===== src/sv/pftv_pkg.sv =====
// ----------------------------------------------------------------------------
// pftv_pkg
// Shared constants, types and helpers of the pose frame transform block.
// ----------------------------------------------------------------------------
package pftv_pkg;

	localparam int ADDR_W  = 5;
	localparam int DATA_W  = 32;
	localparam int TRIG_W  = 18;
	localparam int PROD_W  = 50;
	localparam int ACC_W   = 51;
	localparam int CHG_W   = 33;
	localparam int NUM_W   = 42;
	localparam int DEN_W   = 32;
	localparam int LANES   = 3;
	localparam int RATE_SCALE = 1000;

	localparam logic [2:0] REG_HEADING_OFFSET = 3'd0;
	localparam logic [2:0] REG_OFFSET_COSINE  = 3'd1;
	localparam logic [2:0] REG_OFFSET_SINE    = 3'd2;
	localparam logic [2:0] REG_X_TRANSLATION  = 3'd3;
	localparam logic [2:0] REG_Y_TRANSLATION  = 3'd4;

	localparam logic signed [TRIG_W-1:0] COSINE_RESET = 18'sd65536;

	typedef struct packed {
		logic signed [31:0]       heading_offset;
		logic signed [TRIG_W-1:0] offset_cosine;
		logic signed [TRIG_W-1:0] offset_sine;
		logic signed [31:0]       x_translation;
		logic signed [31:0]       y_translation;
	} cfg_t;

	typedef struct packed {
		logic       take;
		logic       mul_en;
		logic [1:0] mul_sel;
		logic       acc_en;
		logic [1:0] acc_sel;
		logic       pos_en;
		logic       diff_en;
		logic       scale_en;
		logic       div_start;
		logic       out_load;
	} cmd_t;

	typedef struct packed {
		logic div_done;
	} stat_t;

	// signed saturation of a sign-magnitude quotient
	function automatic logic [31:0] sat_rate(input logic [NUM_W-1:0] q, input logic neg);
		logic big;
		big = |q[NUM_W-1:32];
		if (!neg) begin
			return (big || q[31]) ? 32'h7fff_ffff : q[31:0];
		end
		return (big || (q[31] && |q[30:0])) ? 32'h8000_0000 : (~q[31:0] + 32'd1);
	endfunction

endpackage


===== src/sv/pftv_ctrl.sv =====
// ----------------------------------------------------------------------------
// pftv_ctrl
// Sequencer: rotation products, pose, differences, division, result load.
// ----------------------------------------------------------------------------
module pftv_ctrl (
	input  logic            clk,
	input  logic            arst_n,
	input  logic            in_valid,
	output logic            in_ready,
	output logic            out_valid,
	input  logic            out_ready,
	output pftv_pkg::cmd_t  cmd,
	input  pftv_pkg::stat_t stat
);

	typedef enum logic [7:0] {
		S_IDLE  = 8'b0000_0001,
		S_MUL   = 8'b0000_0010,
		S_POS   = 8'b0000_0100,
		S_DIFF  = 8'b0000_1000,
		S_SCALE = 8'b0001_0000,
		S_START = 8'b0010_0000,
		S_DIV   = 8'b0100_0000,
		S_DONE  = 8'b1000_0000
	} state_t;

	localparam logic [2:0] MUL_LAST = 3'd4;

	state_t     state_q;
	state_t     state_d;
	logic [2:0] cnt_q;
	logic       out_valid_q;
	logic       out_free;

	assign in_ready  = (state_q == S_IDLE);
	assign out_valid = out_valid_q;
	assign out_free  = !out_valid_q || out_ready;

	always_comb begin
		cmd     = '0;
		state_d = state_q;
		unique case (state_q)
			S_IDLE: begin
				if (in_valid) begin
					cmd.take = 1'b1;
					state_d  = S_MUL;
				end
			end
			S_MUL: begin
				cmd.mul_en  = (cnt_q != MUL_LAST);
				cmd.mul_sel = cnt_q[1:0];
				cmd.acc_en  = (cnt_q != 3'd0);
				cmd.acc_sel = 2'(cnt_q - 3'd1);
				if (cnt_q == MUL_LAST) begin
					state_d = S_POS;
				end
			end
			S_POS: begin
				cmd.pos_en = 1'b1;
				state_d    = S_DIFF;
			end
			S_DIFF: begin
				cmd.diff_en = 1'b1;
				state_d     = S_SCALE;
			end
			S_SCALE: begin
				cmd.scale_en = 1'b1;
				state_d      = S_START;
			end
			S_START: begin
				cmd.div_start = 1'b1;
				state_d       = S_DIV;
			end
			S_DIV: begin
				if (stat.div_done) begin
					state_d = S_DONE;
				end
			end
			S_DONE: begin
				if (out_free) begin
					cmd.out_load = 1'b1;
					state_d      = S_IDLE;
				end
			end
			default: state_d = S_IDLE;
		endcase
	end

	always_ff @(posedge clk or negedge arst_n) begin
		if (!arst_n) begin
			state_q     <= S_IDLE;
			cnt_q       <= '0;
			out_valid_q <= 1'b0;
		end else begin
			state_q <= state_d;
			if (state_q == S_MUL) begin
				cnt_q <= cnt_q + 3'd1;
			end else begin
				cnt_q <= '0;
			end
			if (cmd.out_load) begin
				out_valid_q <= 1'b1;
			end else if (out_ready) begin
				out_valid_q <= 1'b0;
			end
		end
	end

endmodule


===== config.mk =====
export PLATFORM = sky130hd
export DESIGN_NAME = pftv_ctrl
export DESIGN_NICKNAME = d
export VERILOG_FILES = /design/src/sv/pftv_pkg.sv /design/src/sv/pftv_ctrl.sv
export SDC_FILE = /design/constraint.sdc
export NUM_CORES = 1
export LEC_CHECK = 0
export ABC_AREA = 1
export BUFFER_PORTS_ARGS = -buffer_cell sky130_fd_sc_hd__buf_2
export CORE_MARGIN = 3
export CORE_UTILIZATION = 51
export CTS_BUF_LIST = sky130_fd_sc_hd__clkbuf_8 sky130_fd_sc_hd__clkbuf_16
export DETAILED_ROUTE_END_ITERATION = 7
export GPL_TIMING_DRIVEN = 0
export PLACE_DENSITY_LB_ADDON = 0.3
export SKIP_CTS_REPAIR_TIMING = 1
export SLEW_MARGIN = 20
export SYNTH_ARGS = -nofsm -noshare
export SYNTH_HDL_FRONTEND = slang
export SYNTH_SLANG_ARGS = --single-unit

===== constraint.sdc =====
create_clock -name clk -period 1.4 [get_ports clk]
set_input_delay 0.14 -clock clk [delete_from_list [all_inputs] [get_ports clk]]
set_output_delay 0.14 -clock clk [all_outputs]
set_load 0.02 [all_outputs]

[After elaboration in Yosys (flattened, before gate mapping)]
Cells that the tools add are included.
Storage, ports and cells
  flip-flop bits (word level): 12
  bits in latches: 0
  RAM bits: 0
  ROM bits: 0
  input port bits: 5
  output and inout port bits: 14
  logic and storage cells: 41
  memories: 0
Cells by class
  add/subtract/negate cells: 2
  multipliers: 0
  divide/modulo/power cells: 0
  order comparisons: 0
  equal/unequal tests: 14
  shifts and indexed selects: 0
  multiplexer cells: 17
  bitwise operators: 0
  reduce and logical (&&, ||, !) cells: 5
Operators with widths (number)
  $pmux 8 s8: 1
  $mux 8: 4
  $mux 1: 10
  $eq 8x1->1 const B: 1
  $eq 8x2->1 const B: 1
  $eq 8x3->1 const B: 1
  $eq 8x4->1 const B: 1
  $eq 8x5->1 const B: 1
  $eq 8x6->1 const B: 1
  $eq 8x7->1 const B: 1
  $eq 8x8->1 const B: 1
  $ne 2x2->1 const B: 4
  $mux 6: 1
  $reduce_and 4->1: 1
  $add 3x1->3 const B: 1
  $eq 3x3->1 const B: 1
  $mux 3: 1
  $ne 3x3->1 const B: 1
  $reduce_bool 3->1: 1
  $reduce_bool 2->1: 1
  $sub 2x1->2 const B: 1
  $logic_not 1->1: 1
  $logic_or 1x1->1: 1

[Logic depth before layout (Yosys ltp)]
  word-level depth: 5
  gate-level depth with buffers: 9
  mapped depth without buffers: 9

[Worst setup path before layout]
Ideal clock, no wire load.
  path kind: reg2out
  start point: register state_q[7]
  end point: output port cmd[7] (netlist name)
  arrival time: 1.128 ns
  data required time: 1.260 ns
  path slack: 0.132 ns
  stages on the path, launching flop included: 6
  cells stage by stage: dfrtp_1 -> nor2_4 -> nand2_4 -> inv_6 -> nand2_4 -> a21oi_1
RTL lines
  start, declared: RTL line pftv_ctrl.sv:29  | state_t state_q;
  start signal, assigned: RTL line pftv_ctrl.sv:95  | state_q <= state_d;
  end, declared: RTL line pftv_ctrl.sv:12  | output pftv_pkg::cmd_t cmd,

==> reports/qor.yml <==
floorplan:
  die_area_um2: 2080
  coreArea_um2: 1380
  die_x_um: 45.7
  die_y_um: 45.7
  ios: 19
  start_util_pct: 58.0
  num_rows: 13
finish:
  final_nets: 140
  antenna_cells: 0
  area_growth_pct: 45.1
  nFillCells: 73
  layout-drive-gt1-share_pct: 53.8
pwr:
  power_mw: 2.12
  p_int_mw: 1.18
  comb_power_share_pct: 58.7
  swShare_pct: 44.4
  clkPwrFrac_pct: 18.4
  irDropWorstVdd_v: 0.00108
  pwr-share-seq_pct: 22.8
  powerDensity_nw_per_um2: 1820
  p_leak_nw: 0.593
  power.switching_uw: 942
worst_setup_path:
  cp_slowest_stage_delay_ps: 430
  worstPathRequired_ps: 1260
  worstSetupStartpointType: "register"
  end_kind: "output pin"
  critPathBufInv: 2
  worst-path-stages: 6
  path_delay_family: "flip-flops"
  worstPathArrival_ps: 1380
  r2r_start: "state_q[0]"
  critPathMaxFanout: 6
  slowest_stage: "dfrtp_1"
  crit_path_start: "state_q[6]"
  reg2reg_depth: 9
  path_cells: "nor2_4 -> nand2_4 -> inv_6 -> nand2_8 -> a21oi_4 -> buf_6"
  worstSetupPathType: "register to output pin"
cts:
  cts_root_buffer: "clkbuf_8"
  cts_buffer_depth: 2
  numCtsBuffers: 3
  clk_latency_ps: 250
  clk_pin_slew_ps: 60
  h-tree-depth: 1
  cts_tree: "yes"
  clock_sinks: 12
placement:
  numPortBuffers: 18
  dp_hpwl_um: 1140
  gp_congestion: 0.752
min_path:
  min_from: "out_ready"
  hold_path.class: "primary input to register"
  hold-path-cell-count: 2
timing:
  tightest_slew_ps: 286
  fmax_ghz: 0.659
  finalHoldViolations: 0
  timing.hold.ws_ps: 112
  drv_slew: 0
  setup-tns-final_ps: -824
  fin_crit_ps: 1520
  setup_viol: 13
  fin_crit_sh_pct: 108
  slew_headroom_pct: 80.9
  finalClockSkew_ps: 5.02
  rsz0062_at_grt: "yes"
  worst_slack_ps: -118
global_route:
  grt_pass1_vias: 614
  grt_usage_pct: 16.7
  grt_pass1_wl_um: 2460
  grt_max_degree: 13
  overflow: 0
  grt_antenna_before_repair: 0
logic_synthesis:
  synth_top_cells_by_area: "dfrtp_1 (34%), nor2_1 (9.4%), inv_1 (7.5%)"
  synth_edf_count: 0
  synth_common_cells: "nor2_1 (20), inv_1 (16), nand2_1 (15), dfrtp_1 (11), nor2_2 (7)"
  yosysMostFrequentCell: "nor2_1"
  yosys.area.top_type: "dfrtp_1"
  ys_seq_elements: 12
  synth_nets: 109
  synth_warnings: 0
  ys_async_sr_fraction_pct: 100
  synth_cell_type_count: 20
  synth_flop_cell: "dfrtp_1"
  synth_cells: 102
  syn_area_um2: 802
  synth.top_cell.area_share_pct: 34.3
  syn_avg_cell_area_um2: 7.86
  ys_seq_area_share_pct: 37.6
route:
  drt-total-wl_um: 1960
  viasPerCell: 5.02
  drtPass1Iterations: 4
  drt_iter0_drc: 14
  num_vias: 738
  postRouteAntennaNets: 0
  wl_per_cell_um: 13.3
  drc: 0
run:
  drv_cap: 0
outcome:
  failed_checks: "setup timing"
  status: "complete, but fails checks"
==> power groups by stage <==
stage          Sequential (mW)  Clock (mW)  Combinational [mW]
2_1_floorplan            0.482           0               0.676
3_3_place_gp             0.487           0               0.825
3_5_place_dp             0.490           0               0.843
4_1_cts                  0.484       0.387               0.850
5_1_grt                  0.490       0.413                1.35
6_report                 0.485       0.392                1.25
==> through the flow <==
stage,instances,util (%),instance area (µm²),setup slack [ps]
after floorplan,102,-,802,132
after global placement,135,65.9,911,158
after detailed placement,135,65.9,911,146
after CTS,139,69.9,966,-120
after global routing,147,84.2,1160,-181
final,147,84.2,1160,-118
==> worst register-to-register path: stages (launching register included) <==
cell     delay [ps]
dfstp_2         570
inv_1            60
nand2_2          70
nor2_4           60
nand2_8          90
buf_2           160
nand3_1          80
nor2_1          130
nand2_1          80
nand2_1          60
==> kinds of logic after synthesis <==
family / share of synthesized area (%)
compound gates: 4.52
xor+xnor: 1.09
fa+ha+maj: 3.12
buf+inv: 11.9
flops: 37.6
simple gates: 41.8
==> placed cells by master (no fill, tap or decap) <==
cell	count
nand2_8	1
xnor2_1	1
buf_4	11
o21ai_4	1
nand3_1	2
dlygate4sd3_1	1
ha_2	1
inv_4	1
buf_2	8
nand2_4	5
a21oi_4	1
nand2_2	3
o21ai_0	3
nor2_4	9
nor3_1	1
inv_1	14
nand3_2	3
buf_6	8
dfrtp_1	11
inv_6	1
nand2_1	14
inv_2	4
nor2_2	9
clkbuf_8	4
nor2_1	13
ha_1	1
dfstp_2	1
==> flip-flops by register name (all words and copies together) (netlist names) <==
register and cells:
cnt_q 3, state_q 8, out_valid 1
==> layout make-up <==
class                   count  area (µm²)  area share, %
well taps                  15        18.8           1.61
repair buffers             26         208           17.8
multi-input cells          68         483           41.5
plain buffers               2        15.0           1.29
clock buffers               4        55.1           4.73
inverters                  20        82.6           7.10
flip-flops and latches     12         302           25.9
==> path summary, 6_finish.rpt <==
path                               to  slack (ps)
max                            cmd[7]        -120
min                         out_valid         110
max reg2reg                state_q[0]         -20
min reg2reg                 out_valid         560
max in group asynchronous  state_q[0]         830
min in group asynchronous   out_valid         290
==> routing by layer <==
layer | up-vias | track usage (%) | share of wire, %
li1 | 362 | - | -
met1 | 340 | 20.3 | 41
met2 | 29 | 27.3 | 51
met3 | 7 | 2.37 | 5.0
met4 | 0 | 10.5 | 2.5
met5 | - | 0 | 0
(Power assumes the default switching activity.)
