[config.mk]
export PLATFORM = sky130hd
export DESIGN_NAME = pftv_regs
export DESIGN_NICKNAME = d
export VERILOG_FILES = /design/src/sv/pftv_pkg.sv /design/src/sv/pftv_regs.sv
export SDC_FILE = /design/constraint.sdc
export NUM_CORES = 1
export LEC_CHECK = 0
export BUFFER_PORTS_ARGS = -buffer_cell sky130_fd_sc_hd__buf_2
export CORE_ASPECT_RATIO = 0.9
export CORE_MARGIN = 2
export CORE_UTILIZATION = 50
export CTS_CLUSTER_DIAMETER = 100
export CTS_CLUSTER_SIZE = 12
export DETAILED_ROUTE_END_ITERATION = 8
export PLACE_DENSITY = 0.91
export SLEW_MARGIN = 20
export SYNTH_ARGS = -nofsm -noshare
export SYNTH_HDL_FRONTEND = slang
export SYNTH_SLANG_ARGS = --single-unit
export TNS_END_PERCENT = 1
[constraint.sdc]
create_clock -name clk -period 1.5 [get_ports clk]
set_input_delay 0.075 -clock clk [delete_from_list [all_inputs] [get_ports clk]]
set_output_delay 0.075 -clock clk [all_outputs]
set_load 0.01 [all_outputs]
[src/sv/pftv_pkg.sv]
// ----------------------------------------------------------------------------
// pftv_pkg
// Shared constants, types and helpers of the pose frame transform block.
// ----------------------------------------------------------------------------
package pftv_pkg;

	localparam int ADDR_W  = 5;
	localparam int DATA_W  = 32;
	localparam int TRIG_W  = 18;
	localparam int PROD_W  = 50;
	localparam int ACC_W   = 51;
	localparam int CHG_W   = 33;
	localparam int NUM_W   = 42;
	localparam int DEN_W   = 32;
	localparam int LANES   = 3;
	localparam int RATE_SCALE = 1000;

	localparam logic [2:0] REG_HEADING_OFFSET = 3'd0;
	localparam logic [2:0] REG_OFFSET_COSINE  = 3'd1;
	localparam logic [2:0] REG_OFFSET_SINE    = 3'd2;
	localparam logic [2:0] REG_X_TRANSLATION  = 3'd3;
	localparam logic [2:0] REG_Y_TRANSLATION  = 3'd4;

	localparam logic signed [TRIG_W-1:0] COSINE_RESET = 18'sd65536;

	typedef struct packed {
		logic signed [31:0]       heading_offset;
		logic signed [TRIG_W-1:0] offset_cosine;
		logic signed [TRIG_W-1:0] offset_sine;
		logic signed [31:0]       x_translation;
		logic signed [31:0]       y_translation;
	} cfg_t;

	typedef struct packed {
		logic       take;
		logic       mul_en;
		logic [1:0] mul_sel;
		logic       acc_en;
		logic [1:0] acc_sel;
		logic       pos_en;
		logic       diff_en;
		logic       scale_en;
		logic       div_start;
		logic       out_load;
	} cmd_t;

	typedef struct packed {
		logic div_done;
	} stat_t;

	// signed saturation of a sign-magnitude quotient
	function automatic logic [31:0] sat_rate(input logic [NUM_W-1:0] q, input logic neg);
		logic big;
		big = |q[NUM_W-1:32];
		if (!neg) begin
			return (big || q[31]) ? 32'h7fff_ffff : q[31:0];
		end
		return (big || (q[31] && |q[30:0])) ? 32'h8000_0000 : (~q[31:0] + 32'd1);
	endfunction

endpackage

[src/sv/pftv_regs.sv]
// ----------------------------------------------------------------------------
// pftv_regs
// APB-style configuration registers: offsets, sine and cosine of the offset.
// ----------------------------------------------------------------------------
module pftv_regs (
	input  logic                        clk,
	input  logic                        arst_n,
	input  logic                        psel,
	input  logic                        penable,
	input  logic                        pwrite,
	input  logic [pftv_pkg::ADDR_W-1:0] paddr,
	input  logic [pftv_pkg::DATA_W-1:0] pwdata,
	output logic [pftv_pkg::DATA_W-1:0] prdata,
	output logic                        pready,
	output pftv_pkg::cfg_t              cfg
);

	pftv_pkg::cfg_t cfg_q;
	logic [2:0]     idx;
	logic           wr_en;

	assign idx    = paddr[4:2];
	assign wr_en  = psel && penable && pwrite;
	assign pready = 1'b1;
	assign cfg    = cfg_q;

	always_ff @(posedge clk or negedge arst_n) begin
		if (!arst_n) begin
			cfg_q.heading_offset <= '0;
			cfg_q.offset_cosine  <= pftv_pkg::COSINE_RESET;
			cfg_q.offset_sine    <= '0;
			cfg_q.x_translation  <= '0;
			cfg_q.y_translation  <= '0;
		end else if (wr_en) begin
			unique case (idx)
				pftv_pkg::REG_HEADING_OFFSET: cfg_q.heading_offset <= pwdata;
				pftv_pkg::REG_OFFSET_COSINE:  cfg_q.offset_cosine  <= pwdata[pftv_pkg::TRIG_W-1:0];
				pftv_pkg::REG_OFFSET_SINE:    cfg_q.offset_sine    <= pwdata[pftv_pkg::TRIG_W-1:0];
				pftv_pkg::REG_X_TRANSLATION:  cfg_q.x_translation  <= pwdata;
				pftv_pkg::REG_Y_TRANSLATION:  cfg_q.y_translation  <= pwdata;
				default: ;
			endcase
		end
	end

	always_comb begin
		unique case (idx)
			pftv_pkg::REG_HEADING_OFFSET: prdata = cfg_q.heading_offset;
			pftv_pkg::REG_OFFSET_COSINE:  prdata = {{14{cfg_q.offset_cosine[17]}}, cfg_q.offset_cosine};
			pftv_pkg::REG_OFFSET_SINE:    prdata = {{14{cfg_q.offset_sine[17]}}, cfg_q.offset_sine};
			pftv_pkg::REG_X_TRANSLATION:  prdata = cfg_q.x_translation;
			pftv_pkg::REG_Y_TRANSLATION:  prdata = cfg_q.y_translation;
			default:                      prdata = '0;
		endcase
	end

endmodule

## Word level (Yosys, flattened, before mapping)

Cells that the tools add are included.

- Add/subtract/negate cells: 0
- $mul: 0
- Div/mod/pow operators: 0
- Magnitude comparators: 0
- Equal/unequal tests: 4
- Shift-type cells: 0
- Muxes and demuxes: 1
- Bitwise logic cells: 0
- Reduce and logical (&&, ||, !) cells: 8

Operators by type and width:

| operator | number |
|---|---|
| $pmux W32 S5 | 1 |
| $reduce_and A2 Y1 | 5 |
| $eq A3 B2 Y1 const B | 2 |
| $eq A3 B1 Y1 const B | 1 |
| $eq A3 B3 Y1 const B | 1 |
| $logic_not A3 Y1 | 1 |
| $logic_and A1 B1 Y1 | 2 |

- Register bits: 132
- Bits in latches: 0
- Memory bits (writable): 0
- Bits in read-only memories: 0
- Input port bits: 42
- Output and inout port bits: 165
- Word-level logic and storage cells: 18
- Memories: 0

## Logic depth before layout (Yosys ltp)

- Word-level depth: 3
- Gate-level depth with buffers: 6
- Mapped depth without buffers: 3

## Worst setup path after synthesis

OpenSTA, ideal clock, no wires.

- Path type: input port to flip-flop
- From: input paddr[2] (netlist name)
- To: register cfg_q (netlist bit cfg[21])
- Library setup time: 0.125 ns
- Data arrival time: 1.203 ns
- Required time: 1.375 ns
- Path slack: 0.173 ns
- Stages on the path: 6
- Buffers on the path: 3
- Path through: buf_6 nor2b_4 buf_6 nor3b_4 buf_6 mux2_2

- Longest elaborated chain between the ends: 2

RTL lines:

| item | RTL line | source |
|---|---|---|
| start, declared | pftv_regs.sv:11 | `input logic [pftv_pkg::ADDR_W-1:0] paddr,` |
| $eq A3 B3 Y1 | pftv_regs.sv:35 | `unique case (idx)` |
| $reduce_and A2 Y1 (no source line) | n/a |  |
| end, declared | pftv_regs.sv:18 | `pftv_pkg::cfg_t cfg_q;` |

No other way between the ends.
A chain may end at the register's enable or synchronous reset.

## Worst setup path after layout

- From: register cfg_q (netlist bit cfg[127])
- To: output prdata[27] (netlist name)

- Longest elaborated chain between the ends: 1

RTL lines:

| item | RTL line | source |
|---|---|---|
| $pmux W32 S5 | pftv_regs.sv:47 | `unique case (idx)` |
| end, declared | pftv_regs.sv:13 | `output logic [pftv_pkg::DATA_W-1:0] prdata,` |

No other way between the ends.

==> qor_table.md <==
| Item | This run | Unit |
| --- | --- | --- |
| Vias in the first global route | 5275 | - |
| Leading cell type in the layout, fill and taps excluded | buf_2 | - |
| Total of max-cap violations | 0 | - |
| Met1 Wirelength | 7.11 | mm |
| DP Cell Count | 777 | - |
| Setup ws final | -167 | ps |
| First-pass DRT Iterations | 5 | - |
| Min Tclk post-route | 1670 | ps |
| Antenna violations before repair | 0 | - |
| Leak pwr | 4.23 | nW |
| RR Startpoint | cfg[31] | - |
| Routed WL | 18.5 | mm |
| Adder-cell area share of the yosys netlist | 0 | - |
| Cells after synthesis | 413 | - |
| Antenna cells | 0 | - |
| Half-perimeter wire length after placement | 12.0 | mm |
| Final worst-path cycle share | 1.11 | - |
| Xor/xnor share of the synthesized area | 0 | - |
| Clock-pin transition on the worst setup and hold timing paths | 60 | ps |
| Number of enable flip-flop cells after synthesis | 0 | - |
| Number of distinct library cells after synthesis | 27 | - |
| Avg Inst Size Synth | 14.6 | sq um |
| Total global-route track usage | 0.285 | - |
| DR DRC count | 0 | - |
| Largest fanout on the critical path | 3 | - |
| Count of input and output buffers | 203 | - |
| Count of pins over their slew limit | 0 | - |
| Horizontal die dimension | 120 | microns |
| Reg2reg setup slack | 590 | ps |
| Run status | finished, violations left | - |
| FFs w/ async S/R, synth | 1.00 | - |
| Area Overhead vs Synth | 40.5 | % |
| Leading register cell type out of synthesis | dfrtp_1 | - |
| Synthesized-area fraction occupied by ao, oa, aoi and oai cells | 0.0856 | - |
| TritonCTS clock tree | done | - |
| Overall die area | 13000 | sq um |
| Final-layout worst hold slack | 176 | ps |
| Violations in the final reports | negative setup slack | - |
| # nets final | 715 | - |
| Initial core utilization | 0.506 | - |
| Highest metal used | met4 | - |
| Worst vdd rail ir drop | 830 | uV |
| WP data arrival | 1590 | ps |
| Layout cells sized above 1 | 0.656 | - |
| Clk Tree Root Cell | clkbuf_16 | - |
| Amount of wire on met2 after detailed routing | 9.53 | mm |
| Worst min-delay path class | in -> async | - |
| Inserted Clock Buffers | 17 | - |
| Fill cell total of the finished layout | 785 | - |
| Num rows | 38 | - |
| Num ports | 207 | - |
| Least-Margin Pin Slew | 800 | ps |
| Number of setup violations in the final report | 32 | - |
| PD cells | 1460 | nW/um^2 |
| Element type at the critical path end | output port | - |
| Syn Nets | 455 | - |
| Critical path class | reg -> out | - |
| Flip-flop count of the largest register after layout | 132 | - |
| Drt first-iter violations | 440 | - |
| WL met3 | 1.45 | mm |
| FF-to-FF End | cfg[31] | - |
| Post-Place Setup Slack | -230 | ps |
| Bufs on Longest Clock Path | 2 | - |
| Share of synthesized area spent on multiplexers | 0.306 | - |
| Antenna-violating nets left | 0 | - |
| RSZ-0062 raised after global routing | true | - |
| Maximum number of pins on one net before global-route repair | 46 | - |
| Die Ht | 108 | microns |
| Syn. warnings | 0 | - |
| Final weighted congestion of routability-driven global placement | 0.815 | - |
| Routed wirelength normalized by instance count | 21.8 | microns |
| Cell Area, Placed | 7380 | sq um |
| Detail-routed via count per cell | 5.90 | - |
| Count of final hold-check violations | 0 | - |
| H-tree depth reported by CTS | 4 | - |
| Fmax achieved | 0.600 | GHz |
| Length in cells of the worst reg-to-reg path | 2 | - |
| Wire length of the first global-routing pass | 28.1 | mm |
| Summed instance area of the synthesized netlist | 6030 | sq um |
| Clock network latency to the later pin of the worst-skew pair | 410 | ps |
| Most used cells in the layout excluding fill and tap cells | 202 x buf_2, 156 x mux2_2, 131 x dfrtp_1 | - |
| Final Cell Area | 8480 | sq um |
| Req. time, crit path | 1420 | ps |
| Worst Setup Start Kind | flop | - |
| Dominant combinational cell family by area after synthesis | multiplexers | - |
| Congestion Overflow GR | 0 | - |
| Clock skew after layout | 0 | ps |
| Relative slew margins | 0.466 | - |
| Total Power | 12.4 | mW |
| Core region area | 11900 | sq um |
| Fraction of the mapped netlist area in simple logic gates | 0.0238 | - |
| Post-route non-filler standard cell count | 846 | - |
| Clock sink total | 132 | - |
| Post-synthesis sequential area ratio | 0.548 | - |
| Number of vias after detailed routing | 4988 | - |
| Post-synthesis register bit count | 132 | - |
[power by group]
group          internal (mW)  switching (mW)  total [mW]
registers               4.27           0.596        4.86
clock network           3.09            1.51        4.60
logic                   1.50            1.41        2.91
[final cells by class]
type	count	area, sq um	share of cell area
sequential	132	3300	0.390
tap	160	200	0.0236
inverter	1	3.75	0.000443
clock buffer	25	526	0.0620
timing repair buffer	273	1710	0.202
clock inverter	7	140	0.0165
multi-input combinational	248	2600	0.306
[worst max-delay path: stages, from the launching register on]
cell     delay (ps)
dfrtp_1         410
mux2_2          280
a221o_1         330
buf_2           150
[cell families after synthesis]
group                  Yosys count
AOI/OAI and AO/OA               67
buffers and inverters           33
muxes                          164
other                            1
DFF                            132
and+or+nand+nor                 16
[synthesized netlist by cell type (2+ instances only)]
| library cell | instances | share of area |
|---|---|---|
| clkbuf_1 | 7 | 0.0044 |
| a221o_1 | 15 | 0.025 |
| a22oi_1 | 17 | 0.021 |
| nor2_1 | 3 | 0.0019 |
| buf_4 | 8 | 0.010 |
| mux2_2 | 159 | 0.30 |
| buf_2 | 10 | 0.0083 |
| buf_6 | 7 | 0.013 |
| nor2b_1 | 2 | 0.0021 |
| mux2_1 | 5 | 0.0093 |
| nand3b_1 | 2 | 0.0025 |
| a32oi_1 | 17 | 0.025 |
| dfrtp_1 | 131 | 0.54 |
| o21ai_0 | 17 | 0.014 |
[stage by stage]
stage / utilization / TNS, ps
2_1_floorplan: - / 0
3_3_place_gp: 0.619 / -3210
3_5_place_dp: 0.619 / -6640
4_1_cts: 0.707 / -3080
5_1_grt: 0.711 / -4570
6_report: 0.711 / -2840
[worst max path at each step]
stage | slack, ps | endpoint | start | cells past startpoint
after global routing | -210 | prdata[31] | cfg[99] | 5
after global placement | -150 | prdata[12] | paddr[3] | 6
final | -170 | prdata[27] | cfg[127] | 3
after detailed placement | -230 | prdata[29] | paddr[2] | 5
after CTS | -160 | prdata[19] | cfg[19] | 3
after floorplan | 170 | cfg[21] | paddr[2] | 6
[layer usage]
| layer | track usage | vias to the layer above |
|---|---|---|
| met4 | 0.144 | 0 |
| met5 | 0 | - |
| met3 | 0.0881 | 46 |
| met1 | 0.327 | 2543 |
| li1 | - | 2099 |
| met2 | 0.488 | 300 |
[repair_timing]
action	4_1_cts	5_1_grt
hold buffers	33	0
pin swaps	25	0
buffers inserted	2	2
setup endpoints to repair	32	32
gates resized for setup	26	4
hold endpoints to repair	168	0
Power figures use the tool's default switching activity.
